### src/hdl/assert_macros.svh
// assertion macros used by the unquoter rtl
`ifndef ASSERT_MACROS_SVH
`define ASSERT_MACROS_SVH
`ifndef SYNTHESIS
`define SLU_ASSERT(label, clk, rst_n, prop) \
    label: assert property (@(posedge clk) disable iff (!rst_n) prop) \
        else $error("slu property violated");
`define SLU_ASSERT_NEVER(label, clk, rst_n, expr) \
    label: assert property (@(posedge clk) disable iff (!rst_n) !(expr)) \
        else $error("slu forbidden condition seen");
`else
`define SLU_ASSERT(label, clk, rst_n, prop)
`define SLU_ASSERT_NEVER(label, clk, rst_n, expr)
`endif
`endif

### src/hdl/slu_pkg.sv
// shared types, constants and helpers of the string literal unquoter
`default_nettype none
package slu_pkg;
    localparam int QDEPTH = 4;
    localparam int QAW    = 2;

    localparam logic [7:0] BYTE_LIMIT = 8'd255;
    localparam logic [7:0] C_DQ   = 8'h22;
    localparam logic [7:0] C_SQ   = 8'h27;
    localparam logic [7:0] C_BQ   = 8'h60;
    localparam logic [7:0] C_BS   = 8'h5C;
    localparam logic [7:0] C_LF   = 8'h0A;
    localparam logic [7:0] C_CR   = 8'h0D;
    localparam logic [7:0] C_LC_A = 8'h61;
    localparam logic [7:0] C_LC_B = 8'h62;
    localparam logic [7:0] C_LC_F = 8'h66;
    localparam logic [7:0] C_LC_N = 8'h6E;
    localparam logic [7:0] C_LC_R = 8'h72;
    localparam logic [7:0] C_LC_T = 8'h74;
    localparam logic [7:0] C_LC_V = 8'h76;
    localparam logic [7:0] C_LC_X = 8'h78;
    localparam logic [7:0] C_LC_U = 8'h75;
    localparam logic [7:0] C_UC_U = 8'h55;
    localparam logic [7:0] C_D0   = 8'h30;
    localparam logic [7:0] C_D7   = 8'h37;
    localparam logic [7:0] C_BEL  = 8'h07;
    localparam logic [7:0] C_BSP  = 8'h08;
    localparam logic [7:0] C_FF   = 8'h0C;
    localparam logic [7:0] C_HT   = 8'h09;
    localparam logic [7:0] C_VT   = 8'h0B;
    // replacement character U+FFFD in utf-8
    localparam logic [7:0] RC_B0  = 8'hEF;
    localparam logic [7:0] RC_B1  = 8'hBF;
    localparam logic [7:0] RC_B2  = 8'hBD;
    localparam logic [20:0] CP_MAX = 21'h10FFFF;
    localparam logic [20:0] SUR_LO = 21'h00D800;
    localparam logic [20:0] SUR_HI = 21'h00DFFF;

    // at most one packet per input byte: replacement runes, then tail bytes, then status
    typedef struct packed {
        logic [2:0]      fffd_cnt;
        logic [2:0]      tail_len;
        logic [3:0][7:0] tail;
        logic            has_status;
        logic            status;
    } t_pkt;

    typedef struct packed {
        logic [3:0][7:0] b;
        logic [2:0]      len;
    } t_rune;

    // utf-8 encoding of a code point
    function automatic t_rune utf8_encode(logic [20:0] cp);
        t_rune r;
        r = '0;
        if (cp < 21'h80) begin
            r.b[0] = cp[7:0];
            r.len  = 3'd1;
        end else if (cp < 21'h800) begin
            r.b[0] = {3'b110, cp[10:6]};
            r.b[1] = {2'b10, cp[5:0]};
            r.len  = 3'd2;
        end else if (cp < 21'h10000) begin
            r.b[0] = {4'b1110, cp[15:12]};
            r.b[1] = {2'b10, cp[11:6]};
            r.b[2] = {2'b10, cp[5:0]};
            r.len  = 3'd3;
        end else begin
            r.b[0] = {5'b11110, cp[20:18]};
            r.b[1] = {2'b10, cp[17:12]};
            r.b[2] = {2'b10, cp[11:6]};
            r.b[3] = {2'b10, cp[5:0]};
            r.len  = 3'd4;
        end
        return r;
    endfunction

    // continuation bytes a lead byte asks for, zero when not a lead
    function automatic logic [1:0] lead_need(logic [7:0] b);
        logic [1:0] n;
        n = 2'd0;
        if (b >= 8'hC2 && b <= 8'hDF) n = 2'd1;
        else if (b >= 8'hE0 && b <= 8'hEF) n = 2'd2;
        else if (b >= 8'hF0 && b <= 8'hF4) n = 2'd3;
        return n;
    endfunction

    // {valid, value} of a hex digit
    function automatic logic [4:0] hex_digit(logic [7:0] b);
        logic [4:0] d;
        d = '0;
        if (b >= 8'h30 && b <= 8'h39) d = {1'b1, 4'(b - 8'h30)};
        else if (b >= 8'h61 && b <= 8'h66) d = {1'b1, 4'(b - 8'h57)};
        else if (b >= 8'h41 && b <= 8'h46) d = {1'b1, 4'(b - 8'h37)};
        return d;
    endfunction
endpackage
`default_nettype wire

### src/hdl/slu_front.sv
// front end: parses each input beat into at most one queued packet
`default_nettype none
module slu_front import slu_pkg::*; (
    input  wire logic       i_clk,
    input  wire logic       i_rst_n,
    input  wire logic       i_accept,
    input  wire logic [7:0] i_in_byte,
    input  wire logic       i_in_last,
    output t_pkt            o_pkt,
    output logic            o_push
);
    typedef enum logic [1:0] {KIND_NONE, KIND_DOUBLE, KIND_SINGLE, KIND_RAW} t_kind;
    typedef enum logic [2:0] {PH_OPEN, PH_BODY, PH_ESC, PH_HEXB, PH_HEXR, PH_OCT} t_phase;

    t_kind       r_kind, n_kind;
    t_phase      r_phase, n_phase;
    logic [20:0] r_val, n_val;
    logic        r_big, n_big;
    logic [3:0]  r_dig, n_dig;
    logic [7:0]  r_pend [3];
    logic [7:0]  n_pend [3];
    logic [1:0]  r_have, n_have;
    logic [1:0]  r_need, n_need;
    logic        r_chars, n_chars;
    logic        r_err, n_err;
    logic        r_closed, n_closed;

    // parse one byte
    always_comb begin
        logic [7:0]  b;
        logic [7:0]  qb;
        logic        do_body;
        logic [7:0]  lo;
        logic [7:0]  hi;
        logic [1:0]  nd;
        logic [4:0]  hd;
        logic        ok;
        logic [20:0] v2;
        logic        big2;
        logic [7:0]  ev;
        logic        emit;
        t_rune       ru;
        t_pkt        p;

        b       = i_in_byte;
        qb      = (r_kind == KIND_SINGLE) ? C_SQ : C_DQ;
        do_body = 1'b0;
        lo      = 8'h80;
        hi      = 8'hBF;
        nd      = 2'd0;
        hd      = '0;
        ok      = 1'b0;
        v2      = '0;
        big2    = 1'b0;
        ev      = '0;
        emit    = 1'b0;
        ru      = '0;
        p       = '0;

        n_kind   = r_kind;
        n_phase  = r_phase;
        n_val    = r_val;
        n_big    = r_big;
        n_dig    = r_dig;
        n_pend   = r_pend;
        n_have   = r_have;
        n_need   = r_need;
        n_chars  = r_chars;
        n_err    = r_err;
        n_closed = r_closed;

        if (!r_err) begin
            if (r_closed) begin
                n_err = 1'b1;
            end else if (r_phase == PH_OPEN) begin
                if (b == C_DQ) n_kind = KIND_DOUBLE;
                else if (b == C_SQ) n_kind = KIND_SINGLE;
                else if (b == C_BQ) n_kind = KIND_RAW;
                else n_err = 1'b1;
                n_phase = PH_BODY;
            end else if (r_kind == KIND_RAW) begin
                if (b == C_BQ) begin
                    n_closed = 1'b1;
                end else if (b != C_CR) begin
                    p.tail[0]  = b;
                    p.tail_len = 3'd1;
                end
            end else if (r_phase == PH_BODY) begin
                if (r_have != 2'd0) begin
                    // continuation byte of a pending sequence
                    if (r_have == 2'd1) begin
                        if (r_pend[0] == 8'hE0) lo = 8'hA0;
                        else if (r_pend[0] == 8'hED) hi = 8'h9F;
                        else if (r_pend[0] == 8'hF0) lo = 8'h90;
                        else if (r_pend[0] == 8'hF4) hi = 8'h8F;
                    end
                    if (b >= lo && b <= hi) begin
                        if (r_have >= r_need) begin
                            for (int i = 0; i < 3; i++) begin
                                if (2'(i) < r_have) p.tail[i] = r_pend[i];
                            end
                            p.tail[r_have] = b;
                            p.tail_len     = {1'b0, r_have} + 3'd1;
                            n_have         = 2'd0;
                            n_need         = 2'd0;
                            n_chars        = 1'b1;
                        end else begin
                            n_pend[r_have] = b;
                            n_have         = r_have + 2'd1;
                        end
                    end else begin
                        // broken sequence: one replacement per byte taken
                        p.fffd_cnt = {1'b0, r_have};
                        n_have     = 2'd0;
                        n_need     = 2'd0;
                        n_chars    = 1'b1;
                        if (r_kind == KIND_SINGLE && r_have > 2'd1) n_err = 1'b1;
                        do_body = 1'b1;
                    end
                end else begin
                    do_body = 1'b1;
                end
            end else if (r_phase == PH_ESC) begin
                n_phase = PH_BODY;
                emit    = 1'b1;
                case (b)
                    C_LC_A: ev = C_BEL;
                    C_LC_B: ev = C_BSP;
                    C_LC_F: ev = C_FF;
                    C_LC_N: ev = C_LF;
                    C_LC_R: ev = C_CR;
                    C_LC_T: ev = C_HT;
                    C_LC_V: ev = C_VT;
                    C_BS:   ev = C_BS;
                    C_SQ, C_DQ: begin
                        ev = b;
                        if (b != qb) begin
                            n_err = 1'b1;
                            emit  = 1'b0;
                        end
                    end
                    C_LC_X: begin
                        n_phase = PH_HEXB;
                        n_dig   = 4'd2;
                        n_val   = '0;
                        n_big   = 1'b0;
                        emit    = 1'b0;
                    end
                    C_LC_U: begin
                        n_phase = PH_HEXR;
                        n_dig   = 4'd4;
                        n_val   = '0;
                        n_big   = 1'b0;
                        emit    = 1'b0;
                    end
                    C_UC_U: begin
                        n_phase = PH_HEXR;
                        n_dig   = 4'd8;
                        n_val   = '0;
                        n_big   = 1'b0;
                        emit    = 1'b0;
                    end
                    default: begin
                        emit = 1'b0;
                        if (b >= C_D0 && b <= C_D7) begin
                            n_phase = PH_OCT;
                            n_dig   = 4'd2;
                            n_val   = {18'd0, b[2:0]};
                            n_big   = 1'b0;
                        end else begin
                            n_err = 1'b1;
                        end
                    end
                endcase
                if (emit) begin
                    p.tail[0]  = ev;
                    p.tail_len = 3'd1;
                    n_chars    = 1'b1;
                end
            end else begin
                // digits of a numeric escape
                if (r_phase == PH_OCT) begin
                    ok   = (b >= C_D0 && b <= C_D7);
                    v2   = {r_val[17:0], b[2:0]};
                    big2 = r_big;
                end else begin
                    hd   = hex_digit(b);
                    ok   = hd[4];
                    v2   = {r_val[16:0], hd[3:0]};
                    big2 = r_big | (r_val[20:17] != 4'd0);
                end
                if (!ok) begin
                    n_err = 1'b1;
                end else begin
                    n_val = v2;
                    n_big = big2;
                    n_dig = r_dig - 4'd1;
                    if (n_dig == 4'd0) begin
                        n_phase = PH_BODY;
                        n_chars = 1'b1;
                        if (r_phase == PH_OCT) begin
                            if (v2 > {13'd0, BYTE_LIMIT}) n_err = 1'b1;
                            p.tail[0]  = v2[7:0];
                            p.tail_len = 3'd1;
                        end else if (r_phase == PH_HEXB) begin
                            p.tail[0]  = v2[7:0];
                            p.tail_len = 3'd1;
                        end else begin
                            if (big2 || v2 > CP_MAX || (v2 >= SUR_LO && v2 <= SUR_HI))
                                n_err = 1'b1;
                            ru         = utf8_encode(v2);
                            p.tail     = ru.b;
                            p.tail_len = ru.len;
                        end
                    end
                end
            end

            // plain body byte of a quoted literal
            if (do_body && !n_err) begin
                if (b == qb) begin
                    if (r_kind == KIND_SINGLE && !n_chars) n_err = 1'b1;
                    else n_closed = 1'b1;
                end else if (b == C_LF) begin
                    n_err = 1'b1;
                end else if (r_kind == KIND_SINGLE && n_chars) begin
                    n_err = 1'b1;
                end else if (b == C_BS) begin
                    n_phase = PH_ESC;
                end else if (b < 8'h80) begin
                    p.tail[0]  = b;
                    p.tail_len = 3'd1;
                    n_chars    = 1'b1;
                end else begin
                    nd = lead_need(b);
                    if (nd == 2'd0) begin
                        p.fffd_cnt = p.fffd_cnt + 3'd1;
                        n_chars    = 1'b1;
                    end else begin
                        n_pend[0] = b;
                        n_have    = 2'd1;
                        n_need    = nd;
                    end
                end
            end
            if (n_err) begin
                p.fffd_cnt = '0;
                p.tail_len = '0;
            end
        end

        // end of literal: status and fresh state
        if (i_in_last) begin
            p.has_status = 1'b1;
            p.status     = n_err | ~n_closed;
            if (p.status) begin
                p.fffd_cnt = '0;
                p.tail_len = '0;
            end
            n_kind   = KIND_NONE;
            n_phase  = PH_OPEN;
            n_val    = '0;
            n_big    = 1'b0;
            n_dig    = '0;
            n_have   = '0;
            n_need   = '0;
            n_chars  = 1'b0;
            n_err    = 1'b0;
            n_closed = 1'b0;
        end

        o_pkt  = p;
        o_push = i_accept && (p.has_status || p.fffd_cnt != 3'd0 || p.tail_len != 3'd0);
    end

    // parser state
    always_ff @(posedge i_clk) begin
        if (!i_rst_n) begin
            r_kind   <= KIND_NONE;
            r_phase  <= PH_OPEN;
            r_val    <= '0;
            r_big    <= 1'b0;
            r_dig    <= '0;
            r_have   <= '0;
            r_need   <= '0;
            r_chars  <= 1'b0;
            r_err    <= 1'b0;
            r_closed <= 1'b0;
        end else if (i_accept) begin
            r_kind   <= n_kind;
            r_phase  <= n_phase;
            r_val    <= n_val;
            r_big    <= n_big;
            r_dig    <= n_dig;
            r_have   <= n_have;
            r_need   <= n_need;
            r_chars  <= n_chars;
            r_err    <= n_err;
            r_closed <= n_closed;
        end
    end

    // pending utf-8 bytes
    always_ff @(posedge i_clk) begin
        if (i_accept) begin
            r_pend <= n_pend;
        end
    end
endmodule
`default_nettype wire

### src/hdl/slu_fifo.sv
// packet queue between the parser and the serializer
`default_nettype none
module slu_fifo import slu_pkg::*; (
    input  wire logic       i_clk,
    input  wire logic       i_rst_n,
    input  wire logic       i_push,
    input  t_pkt            i_pkt,
    input  wire logic       i_pop,
    output t_pkt            o_head,
    output logic            o_head_valid,
    output logic            o_full,
    output logic [QAW:0]    o_count
);
    t_pkt           r_mem [QDEPTH];
    logic [QAW-1:0] r_wp;
    logic [QAW-1:0] r_rp;
    logic [QAW:0]   r_cnt;

    assign o_head       = r_mem[r_rp];
    assign o_head_valid = (r_cnt != '0);
    assign o_full       = (r_cnt == (QAW+1)'(QDEPTH));
    assign o_count      = r_cnt;

    // pointers and fill count
    always_ff @(posedge i_clk) begin
        if (!i_rst_n) begin
            r_wp  <= '0;
            r_rp  <= '0;
            r_cnt <= '0;
        end else begin
            if (i_push) r_wp <= r_wp + 1'b1;
            if (i_pop) r_rp <= r_rp + 1'b1;
            r_cnt <= r_cnt + (QAW+1)'(i_push) - (QAW+1)'(i_pop);
        end
    end

    // storage
    always_ff @(posedge i_clk) begin
        if (i_push) begin
            r_mem[r_wp] <= i_pkt;
        end
    end
endmodule
`default_nettype wire

### src/hdl/slu_back.sv
// back end: walks a packet out one result beat at a time
`default_nettype none
module slu_back import slu_pkg::*; (
    input  wire logic       i_clk,
    input  wire logic       i_rst_n,
    input  t_pkt            i_head,
    input  wire logic       i_head_valid,
    output logic            o_pop,
    output logic            o_out_valid,
    input  wire logic       i_out_stall,
    output logic [7:0]      o_out_byte,
    output logic            o_is_status,
    output logic            o_status,
    output logic            o_out_last
);
    logic [2:0] r_fdone, n_fdone;
    logic [1:0] r_sb, n_sb;
    logic [2:0] r_tdone, n_tdone;
    logic       r_valid;
    logic [7:0] r_byte, n_byte;
    logic       r_is_st, r_st;
    logic       in_f, in_t, is_st, fin, load;

    // pick the next item of the head packet
    always_comb begin
        in_f    = (r_fdone < i_head.fffd_cnt);
        in_t    = !in_f && (r_tdone < i_head.tail_len);
        is_st   = !in_f && !in_t;
        n_fdone = r_fdone;
        n_sb    = r_sb;
        n_tdone = r_tdone;
        n_byte  = '0;
        if (in_f) begin
            case (r_sb)
                2'd0:    n_byte = RC_B0;
                2'd1:    n_byte = RC_B1;
                default: n_byte = RC_B2;
            endcase
            if (r_sb == 2'd2) begin
                n_sb    = 2'd0;
                n_fdone = r_fdone + 3'd1;
            end else begin
                n_sb = r_sb + 2'd1;
            end
        end else if (in_t) begin
            n_byte  = i_head.tail[r_tdone[1:0]];
            n_tdone = r_tdone + 3'd1;
        end
        fin = is_st || (n_fdone == i_head.fffd_cnt && n_tdone == i_head.tail_len
                        && !i_head.has_status);
        load  = i_head_valid && (!r_valid || !i_out_stall);
        o_pop = load && fin;
    end

    // walk counters and output register
    always_ff @(posedge i_clk) begin
        if (!i_rst_n) begin
            r_fdone <= '0;
            r_sb    <= '0;
            r_tdone <= '0;
            r_valid <= 1'b0;
        end else if (load) begin
            r_valid <= 1'b1;
            r_byte  <= n_byte;
            r_is_st <= is_st;
            r_st    <= is_st & i_head.status;
            if (fin) begin
                r_fdone <= '0;
                r_sb    <= '0;
                r_tdone <= '0;
            end else begin
                r_fdone <= n_fdone;
                r_sb    <= n_sb;
                r_tdone <= n_tdone;
            end
        end else if (!i_out_stall) begin
            r_valid <= 1'b0;
        end
    end

    assign o_out_valid = r_valid;
    assign o_out_byte  = r_byte;
    assign o_is_status = r_is_st;
    assign o_status    = r_st;
    assign o_out_last  = r_is_st;
endmodule
`default_nettype wire

### src/hdl/string_literal_unquoter.sv
// top level of the quoted string literal unquoter
//
// Input channel: one beat per byte of a quoted literal (i_in_byte), the
// opening quote first, i_in_last on its final byte. A beat is taken when
// i_in_valid is high and o_in_stall is low.
// Output channel: decoded value bytes, then one status beat (o_is_status,
// o_status 0 ok / 1 syntax error, o_out_last) that ends every literal.
// Taken when o_out_valid is high and i_out_stall is low.
// Throughput: one input byte per cycle while the queue is not full; the parser
// handles every byte combinationally. The output side moves one beat per cycle
// while i_out_stall is low, so a byte that expands to several beats (escapes,
// utf-8 runs, replacements, up to 12) holds the output for all of them while a
// 4-packet queue absorbs input. A byte's packet is written into the queue when
// the byte is taken; its result beats leave through the serializer's output register.
// Reset: synchronous, active low; empties the queue and returns the parser
// to waiting for an opening quote.
// Output stall: the output beat holds; input stalls only when the queue fills.
`default_nettype none
`include "assert_macros.svh"
module string_literal_unquoter import slu_pkg::*; (
    input  wire logic       i_clk,
    input  wire logic       i_rst_n,
    input  wire logic       i_in_valid,
    output logic            o_in_stall,
    input  wire logic [7:0] i_in_byte,
    input  wire logic       i_in_last,
    output logic            o_out_valid,
    input  wire logic       i_out_stall,
    output logic [7:0]      o_out_byte,
    output logic            o_is_status,
    output logic            o_status,
    output logic            o_out_last
);
    t_pkt         pkt, head;
    logic         push, pop, head_valid, full, accept;
    logic [QAW:0] count;

    assign accept     = i_in_valid && !full;
    assign o_in_stall = full;

    // parser
    slu_front u_front (
        .i_clk     (i_clk),
        .i_rst_n   (i_rst_n),
        .i_accept  (accept),
        .i_in_byte (i_in_byte),
        .i_in_last (i_in_last),
        .o_pkt     (pkt),
        .o_push    (push)
    );

    // packet queue
    slu_fifo u_fifo (
        .i_clk        (i_clk),
        .i_rst_n      (i_rst_n),
        .i_push       (push),
        .i_pkt        (pkt),
        .i_pop        (pop),
        .o_head       (head),
        .o_head_valid (head_valid),
        .o_full       (full),
        .o_count      (count)
    );

    // serializer
    slu_back u_back (
        .i_clk        (i_clk),
        .i_rst_n      (i_rst_n),
        .i_head       (head),
        .i_head_valid (head_valid),
        .o_pop        (pop),
        .o_out_valid  (o_out_valid),
        .i_out_stall  (i_out_stall),
        .o_out_byte   (o_out_byte),
        .o_is_status  (o_is_status),
        .o_status     (o_status),
        .o_out_last   (o_out_last)
    );

    // checks
    `SLU_ASSERT(a_count_bound, i_clk, i_rst_n, count <= (QAW+1)'(QDEPTH))
    `SLU_ASSERT_NEVER(a_push_full, i_clk, i_rst_n, push && full)
    `SLU_ASSERT_NEVER(a_pop_empty, i_clk, i_rst_n, pop && !head_valid)
    `SLU_ASSERT(a_data_clean, i_clk, i_rst_n, (o_out_valid && !o_is_status) |-> (!o_status && !o_out_last))
endmodule
`default_nettype wire

### config.mk
export PLATFORM = sky130hd
export DESIGN_NAME = string_literal_unquoter
export DESIGN_NICKNAME = d
export VERILOG_FILES = /design/src/hdl/slu_pkg.sv /design/src/hdl/slu_front.sv /design/src/hdl/slu_fifo.sv /design/src/hdl/slu_back.sv /design/src/hdl/string_literal_unquoter.sv
export VERILOG_INCLUDE_DIRS = /design/src /design/src/hdl
export SDC_FILE = /design/constraint.sdc
export NUM_CORES = 1
export LEC_CHECK = 0
export BUFFER_PORTS_ARGS = -buffer_cell sky130_fd_sc_hd__buf_4
export CAP_MARGIN = 20
export CORE_MARGIN = 2
export CORE_UTILIZATION = 60
export CTS_BUF_LIST = sky130_fd_sc_hd__clkbuf_16
export CTS_CLUSTER_SIZE = 24
export DETAILED_ROUTE_END_ITERATION = 8
export PLACE_DENSITY_LB_ADDON = 0.3
export SLEW_MARGIN = 20
export SYNTH_ARGS = -nofsm -noshare
export SYNTH_HDL_FRONTEND = slang
export SYNTH_SLANG_ARGS = --single-unit
### constraint.sdc
create_clock -name i_clk -period 7.8 [get_ports i_clk]
set_input_delay 1.56 -clock i_clk [delete_from_list [all_inputs] [get_ports i_clk]]
set_output_delay 1.56 -clock i_clk [all_outputs]
set_load 0.1 [all_outputs]
* Yosys cells after proc, flatten, opt, wreduce, memory -nomap -nowiden
Memories as Yosys holds them, arrays and structs flattened. A register that Yosys moved wholly into a read port is not among the register bits. Index checks and enable logic that the tools add are counted. Widths: inputs -> output; s select.
Word-level totals: register bits 88, latch bits 0, bits in writable memories 160, bits in read-only memories 0, input bits 13, output and inout bits 13, logic and storage cells 551, memories kept 1
Memories:
- u_fifo.r_mem | words 4, bits a word 40, rd ports 1, clocked after Yosys merged registers in 1, wr ports 1, RTL line slu_fifo.sv:14 | t_pkt r_mem [QDEPTH];
Operators by class: add/subtract/negate cells 14, multipliers 0, div/mod/pow operators 0, $lt $le $gt $ge 35, eq/ne operators 43, shifts and indexed selects 0, muxes and demuxes 361, bitwise logic cells 10, reduce and logical (&&, ||, !) cells 64
Operators with widths (count):
- $mux 8 | 72
- $mux 21 | 16
- $mux 27 | 12
- $mux 24 | 12
- $mux 19 | 12
- $mux 38 | 5
- $mux 35 | 5
- $mux 2 | 56
- $mux 1 | 101
- $eq 8x7->1 const B | 12
- $mux 3 | 32
- $pmux 8 s9 | 1
- $mux 6 | 9
- $pmux 21 s2 | 1
- $mux 4 | 9
- $bwmux 32 | 1
- $demux 8 s2 | 2
- $eq 8x8->1 const B | 4
- $reduce_and 9->1 | 3
- $mux 25 | 1
- $bwmux 24 | 1
- $ge 8x8->1 const B | 3
- $le 8x8->1 const B | 3
- $logic_and 1x1->1 | 23
- other kinds (73) | 131

* Longest topological paths before layout
depth in word-level cells 67, depth in mapped cells 28, depth with buffers taken out 27

* Hierarchy
From an unflattened synthesis, not the netlist that was laid out.
Unflattened totals: cell total of the unflattened synthesis 1146, area, all modules 13531.7 um^2
By module, submodules not included:
- slu_fifo | instances 1, cells an instance 252, area each 6261.0 um^2
- slu_front | instances 1, cells an instance 743, area each 5805.6 um^2
- slu_back | instances 1, cells an instance 150, area each 1451.4 um^2
- string_literal_unquoter | instances 1, cells an instance 1, area each 13.8 um^2

* Worst setup path after synthesis
OpenSTA, ideal clock, no wires.
kind input to register, start point input i_in_byte[4], end point register u_fifo.r_cnt[2] (netlist: u_fifo.o_count[2]), library setup time 0.115 ns, arrival time 5.758 ns, path slack 1.928 ns, stages 20, path through clkbuf_1 > clkinv_1 > ha_1 > and3b_1 > a221o_1 > and3b_1 > nor4_1 > nand4_1 > or3_1 > a21oi_1 > a31oi_4 > inv_1 > ha_1 > inv_1 > ha_1 > inv_1 > fa_1 > xnor2_1 > xnor2_1 > and2_1
Between the ends: longest elaborated chain between the ends 64, elaborated cells on any way between the ends 214
Ends and longest elaborated chain:
- from (decl) | RTL line string_literal_unquoter.sv:25 | input wire logic [7:0] i_in_byte,
- $ge 8x7->1 or $le 8x7->1 (tied branches) | RTL line slu_pkg.sv:95 | else if (b >= 8'h41 && b <= 8'h46) d = {1'b1, 4'(b - 8'h37)};
- $logic_and 1x1->1 | RTL line slu_pkg.sv:95
- $mux 5 | RTL line slu_pkg.sv:95
- $mux 5 | RTL line slu_pkg.sv:94 | else if (b >= 8'h61 && b <= 8'h66) d = {1'b1, 4'(b - 8'h57)};
- $mux 5 | RTL line slu_pkg.sv:93 | if (b >= 8'h30 && b <= 8'h39) d = {1'b1, 4'(b - 8'h30)};
- $mux 21 | RTL line slu_front.sv:182 | if (r_phase == PH_OCT) begin
- $mux 21 | RTL line slu_front.sv:123 | end else if (r_phase == PH_ESC) begin
- $mux 21 | RTL line slu_front.sv:88 | end else if (r_phase == PH_BODY) begin
- (+48 left out)
- $mux 38 | RTL line slu_front.sv:72 | if (!r_err) begin
- $mux 6 | RTL line slu_front.sv:256 | if (p.status) begin
- $mux 6 (*) | RTL line slu_front.sv:253 | if (i_in_last) begin
- $reduce_bool 3->1 | RTL line slu_front.sv:273 | o_push = i_accept && (p.has_status || p.fffd_cnt != 3'd0 || p.tail_len != 3'd0);
- $logic_or 1x1->1 (*) | RTL line slu_front.sv:273
- $logic_and 1x1->1 (*) | RTL line slu_front.sv:273
- $add 3x1->3 (*) | RTL line slu_fifo.sv:33 | r_cnt <= r_cnt + (QAW+1)'(i_push) - (QAW+1)'(i_pop);
- $sub 3x1->3 (*) | RTL line slu_fifo.sv:33
- to (signal assigned) | RTL line slu_fifo.sv:33
- to (decl) | RTL line slu_fifo.sv:17 | logic [QAW:0] r_cnt;
Every way passes the cells marked *; elsewhere a longest branch is shown, timed or not. The select of a mux whose other input is x is not followed. A chain may end at the register's enable or synchronous reset.

* Worst setup path in the final report
start point register u_front.r_have[0], end point register u_fifo.r_cnt[2] (netlist: u_fifo.o_count[2])
Between the ends: longest elaborated chain between the ends 35, elaborated cells on any way between the ends 95
Ends and longest elaborated chain:
- from (decl) | RTL line slu_front.sv:22 | logic [1:0] r_have, n_have;
- from (signal assigned) | RTL line slu_front.sv:295 | r_have <= n_have;
- $eq 2x1->1 | RTL line slu_front.sv:91 | if (r_have == 2'd1) begin
- $mux 8 | RTL line slu_front.sv:91
- $mux 8 | RTL line slu_front.sv:89 | if (r_have != 2'd0) begin
- $mux 8 | RTL line slu_front.sv:88
- $mux 8 | RTL line slu_front.sv:81 | end else if (r_kind == KIND_RAW) begin
- $mux 8 | RTL line slu_front.sv:75 | end else if (r_phase == PH_OPEN) begin
- $mux 8 | RTL line slu_front.sv:73 | if (r_closed) begin
- $mux 8 | RTL line slu_front.sv:72
- (+19 left out)
- $mux 6 | RTL line slu_front.sv:256
- $mux 6 (*) | RTL line slu_front.sv:253
- $reduce_bool 3->1 | RTL line slu_front.sv:273
- $logic_or 1x1->1 | RTL line slu_front.sv:273
- $logic_or 1x1->1 (*) | RTL line slu_front.sv:273
- $logic_and 1x1->1 (*) | RTL line slu_front.sv:273
- $add 3x1->3 (*) | RTL line slu_fifo.sv:33
- $sub 3x1->3 (*) | RTL line slu_fifo.sv:33
Marks and branches as above.

==> metrics <==
outcome completed; average via count per standard cell roughly 6.8; dominant synthesized flop cell sky130_fd_sc_hd__edfxtp_1; worst hold margin 506 ps; f_max around 0.17 GHz; maximum fanout count along the critical path 11; count of hold buffers inserted by post-cts repair 0; Routed Wire Length 36200 um; RSZ-0062 raised after global routing false; Overall Global Routing Usage 30.6%; initial drt markers about 1100; Data arrival, critical path 6250 ps; chip height 153 um; site row count 54; worst setup skew after layout 15.3 ps; root buffer selected by CTS sky130_fd_sc_hd__clkbuf_16; global-route wire length before repair between 50000 and 60000 um; Layout area overhead 9.23%; effective utilization at floorplan 61.2%; worst min path class reg -> reg; DPL Wire Length around 25000 um; number of cells on the worst hold path 2; Routed Antenna Nets 0; first-pass detailed-route iteration total 6; highest ir drop seen on vdd 141 uV; crit path max-delay cell type sky130_fd_sc_hd__dfxtp_1; Die X-Extent about 150 um; crit path buf inv count 3; Post-synth EDFFs 194; port buffer count 25; pin count of the biggest net entering global routing 58; Fin. Hold Viols 0; post-cts repair resize count 0; total placed cells including tap cells 1429; Startpoint Class flip-flop; power density relative to cell area approximately 210 nW/um2; number of violations of the max-capacitance limit 0; required time reported for the critical path endpoint approximately 8000 ps; number of buffers created by CTS 26; final total negative setup slack 0 ps; worst setup path class reg -> reg; post-synthesis async set-or-reset flop share 0%; dominant delay contributor by cell family on the critical path simple AND/OR/NAND/NOR gates; total die area between 20000 and 25000 um2; final setup violation count 0; antenna violations before repair 0; number of cells in the finished layout apart from fillers 1477; delay of the slowest critical-path stage ~480 ps; GRT met3 Usage about 4.4%; total chip power 3.10 mW; share of the clock period used by the worst path after layout between 70% and 80%; Rel. slew slack 29.4%; count of vias placed by the detailed router 10100; Cell Chain, Critical Path ha_1 -> nand4_1 -> or2_2 -> nor4_1 -> ha_1 -> and3b_1 -> a221o_1 -> and3b_1 -> nor4_1 -> nand4_1 -> or3_1 -> a21oi_1 -> a31oi_4 -> inv_1 -> ha_1 -> inv_1 -> ha_1 -> inv_1 -> fa_1 -> xnor2_1 -> xnor2_1 -> and2_1; clock-pin slew reported for the worst setup and hold paths after clock tree synthesis approximately 70 ps; origin of the worst setup path u_front.r_have[0]$_SDFFE_PN0P_; DR DRC count 0; Reg2Reg Capture Point u_fifo.o_count[2]$_SDFF_PN0_; post-synth cell types a little under 90; slack of the worst reg-to-reg path 1980 ps; number of flip-flops and latches in the synthesized netlist 250; met2 capacity usage during global routing 49.4%; Hold Path Sink u_back.o_out_valid$_SDFFE_PN0P_; final setup slack of the worst path 1980 ps; Worst Setup End Kind flip-flop; final core utilization approximately 67%; global-route track usage on met1 41.0%; minimum clock period after layout around 5800 ps; CTS tree done; Reg2Reg Launch Point u_front.r_have[0]$_SDFFE_PN0P_; number of warnings issued by yosys 0; gp weighted congestion 1.06; hold path startpoint u_back.o_out_valid$_SDFFE_PN0P_; final cell area excluding filler cells 14600 um2; IO Pins 26; WL/cell roughly 25 um; placement-stage cell area 13700 um2; number of global-route vias before repair between 9000 and 10000; Place WS about 1500 ps; mean instance size in the synthesized netlist 11.3 um2; global route hottest layer met2; leakage component of the power 4.85 nW; total count of max-transition violations in the final report 0; fraction of final layout cells with drive strength greater than 1 13.1%; count of buffers added by post-CTS timing repair for setup 0; number of H-tree branching levels 1; library cell appearing most often on the critical path sky130_fd_sc_hd__ha_1; Post-Syn Instances roughly 1200; register area share after synthesis 52.0%; Worst Reg2Reg Path Length in Cells 22; nets@finish between 1000 and 1500; antenna diode count 0; clock latency at the later pin of the worst-skew pair 550 ps; global route overflow 0; Worst-Margin Slew roughly 1100 ps; Sinks on Clock Net 250; core area 21800 um2; Post-Syn Area between 10000 and 15000 um2; clock tree buffer depth 3
-- cells in the final DEF (no fill, tap or decap), types with 37 or more instances in the layout --
cell type,count
sky130_fd_sc_hd__a21oi_1,78
sky130_fd_sc_hd__buf_4,37
sky130_fd_sc_hd__dfxtp_1,54
sky130_fd_sc_hd__edfxtp_1,194
sky130_fd_sc_hd__inv_1,46
sky130_fd_sc_hd__mux4_2,47
sky130_fd_sc_hd__nand2_1,89
sky130_fd_sc_hd__nor2_1,71
sky130_fd_sc_hd__nor2b_1,43
sky130_fd_sc_hd__nor3_1,48
sky130_fd_sc_hd__o21ai_0,61
-- cell usage after synthesis, drive strengths merged, types with 10 or more instances --
cell type / count / area share (%)
a211oi: 18 / 1.0
a21boi: 11 / 0.62
a21oi: 78 / 2.9
a22oi: 18 / 1.0
a31oi: 14 / 0.77
and2: 22 / 1.0
and3: 11 / 0.51
buf: 22 / 0.81
clkbuf: 53 / 1.5
dfxtp: 56 / 8.4
edfxtp: 194 / 44
ha: 29 / 2.7
inv: 43 / 1.2
mux2i: 28 / 2.1
mux4: 47 / 7.9
nand2: 89 / 2.5
nand2b: 13 / 0.61
nand3: 27 / 1.0
nor2: 71 / 2.0
nor2b: 44 / 2.1
nor3: 48 / 1.8
nor4: 14 / 0.77
o211ai: 10 / 0.56
o21ai: 64 / 2.4
o31ai: 11 / 0.62
xnor2: 10 / 0.66
-- worst register-to-register path, cell delays in order (launching register included) --
cell	delay, ps
sky130_fd_sc_hd__dfxtp_1	480
sky130_fd_sc_hd__ha_1	480
sky130_fd_sc_hd__nand4_1	120
sky130_fd_sc_hd__or2_2	340
sky130_fd_sc_hd__nor4_1	210
sky130_fd_sc_hd__ha_1	280
sky130_fd_sc_hd__and3b_1	160
sky130_fd_sc_hd__a221o_1	390
sky130_fd_sc_hd__and3b_1	240
sky130_fd_sc_hd__nor4_1	470
sky130_fd_sc_hd__nand4_1	360
sky130_fd_sc_hd__or3_1	400
sky130_fd_sc_hd__a21oi_1	250
sky130_fd_sc_hd__a31oi_4	180
sky130_fd_sc_hd__inv_1	90
sky130_fd_sc_hd__ha_1	220
sky130_fd_sc_hd__inv_1	50
sky130_fd_sc_hd__ha_1	130
sky130_fd_sc_hd__inv_1	50
sky130_fd_sc_hd__fa_1	370
sky130_fd_sc_hd__xnor2_1	140
sky130_fd_sc_hd__xnor2_1	120
sky130_fd_sc_hd__and2_1	160
-- per-layer routing --
metal  vias to the layer above  share of wire, %
li1                       4511                 -
met1                      4854                40
met2                       562                47
met3                       139               7.6
met4                         0               5.6
met5                         -                 0
-- state kept, by name, indices dropped and copies added, names as in the netlist, 2 cells and up, named ones only --
register	flops
u_back.r_sb	2
u_fifo.r_mem	160
u_front.r_have	2
u_front.r_kind	2
u_front.r_phase	3
u_fifo.o_count	3
u_front.r_dig	4
u_back.o_out_byte	8
u_front.r_pend	8
u_front.r_need	2
u_back.r_fdone	3
u_front.r_val	21
u_fifo.r_rp	2
u_back.r_tdone	3
u_fifo.r_wp	2
-- where the power goes --
group	internal, mW	leakage, nW	switching, mW	total [mW]
Clock	0.740	0.441	0.520	1.26
Sequential	1.47	2.27	0.0317	1.50
Combinational	0.103	2.15	0.230	0.332
-- cell type report --
cell class	count	area, um2
Inverter	44	165
Fill cell	1607	7220
Tap cell	280	350
Multi-Input combinational cell	818	5990
Clock buffer	26	651
Clock inverter	22	218
Timing Repair Buffer	37	278
Sequential cell	250	6950
-- how the worst max path moves through the flow --
stage	to	depth (start not counted)	slack [ps]
after floorplan	u_fifo.o_count[2]$_SDFF_PN0_	20	1930
after detailed placement	u_fifo.o_count[2]$_SDFF_PN0_	20	1520
after global placement	u_fifo.o_count[2]$_SDFF_PN0_	20	1630
final	u_fifo.o_count[2]$_SDFF_PN0_	22	1980
after CTS	u_fifo.o_count[2]$_SDFF_PN0_	23	2050
after global routing	u_fifo.o_count[2]$_SDFF_PN0_	23	1490
-- cell families (layout without fill, tap and decap cells) --
kind of cell | count (synthesis) | in the layout | synth area share [%]
buffers and inverters | 119 | 129 | 3.53
DFF | 250 | 250 | 52.0
xor gates and xnor gates | 13 | 13 | 0.852
adders and majority gates | 30 | 30 | 2.86
muxes | 78 | 78 | 10.3
and+or+nand+nor | 403 | 403 | 16.1
AOI/OAI and AO/OA | 290 | 290 | 14.3
other | 1 | 4 | 0.0281
(Power assumes the default switching activity.)
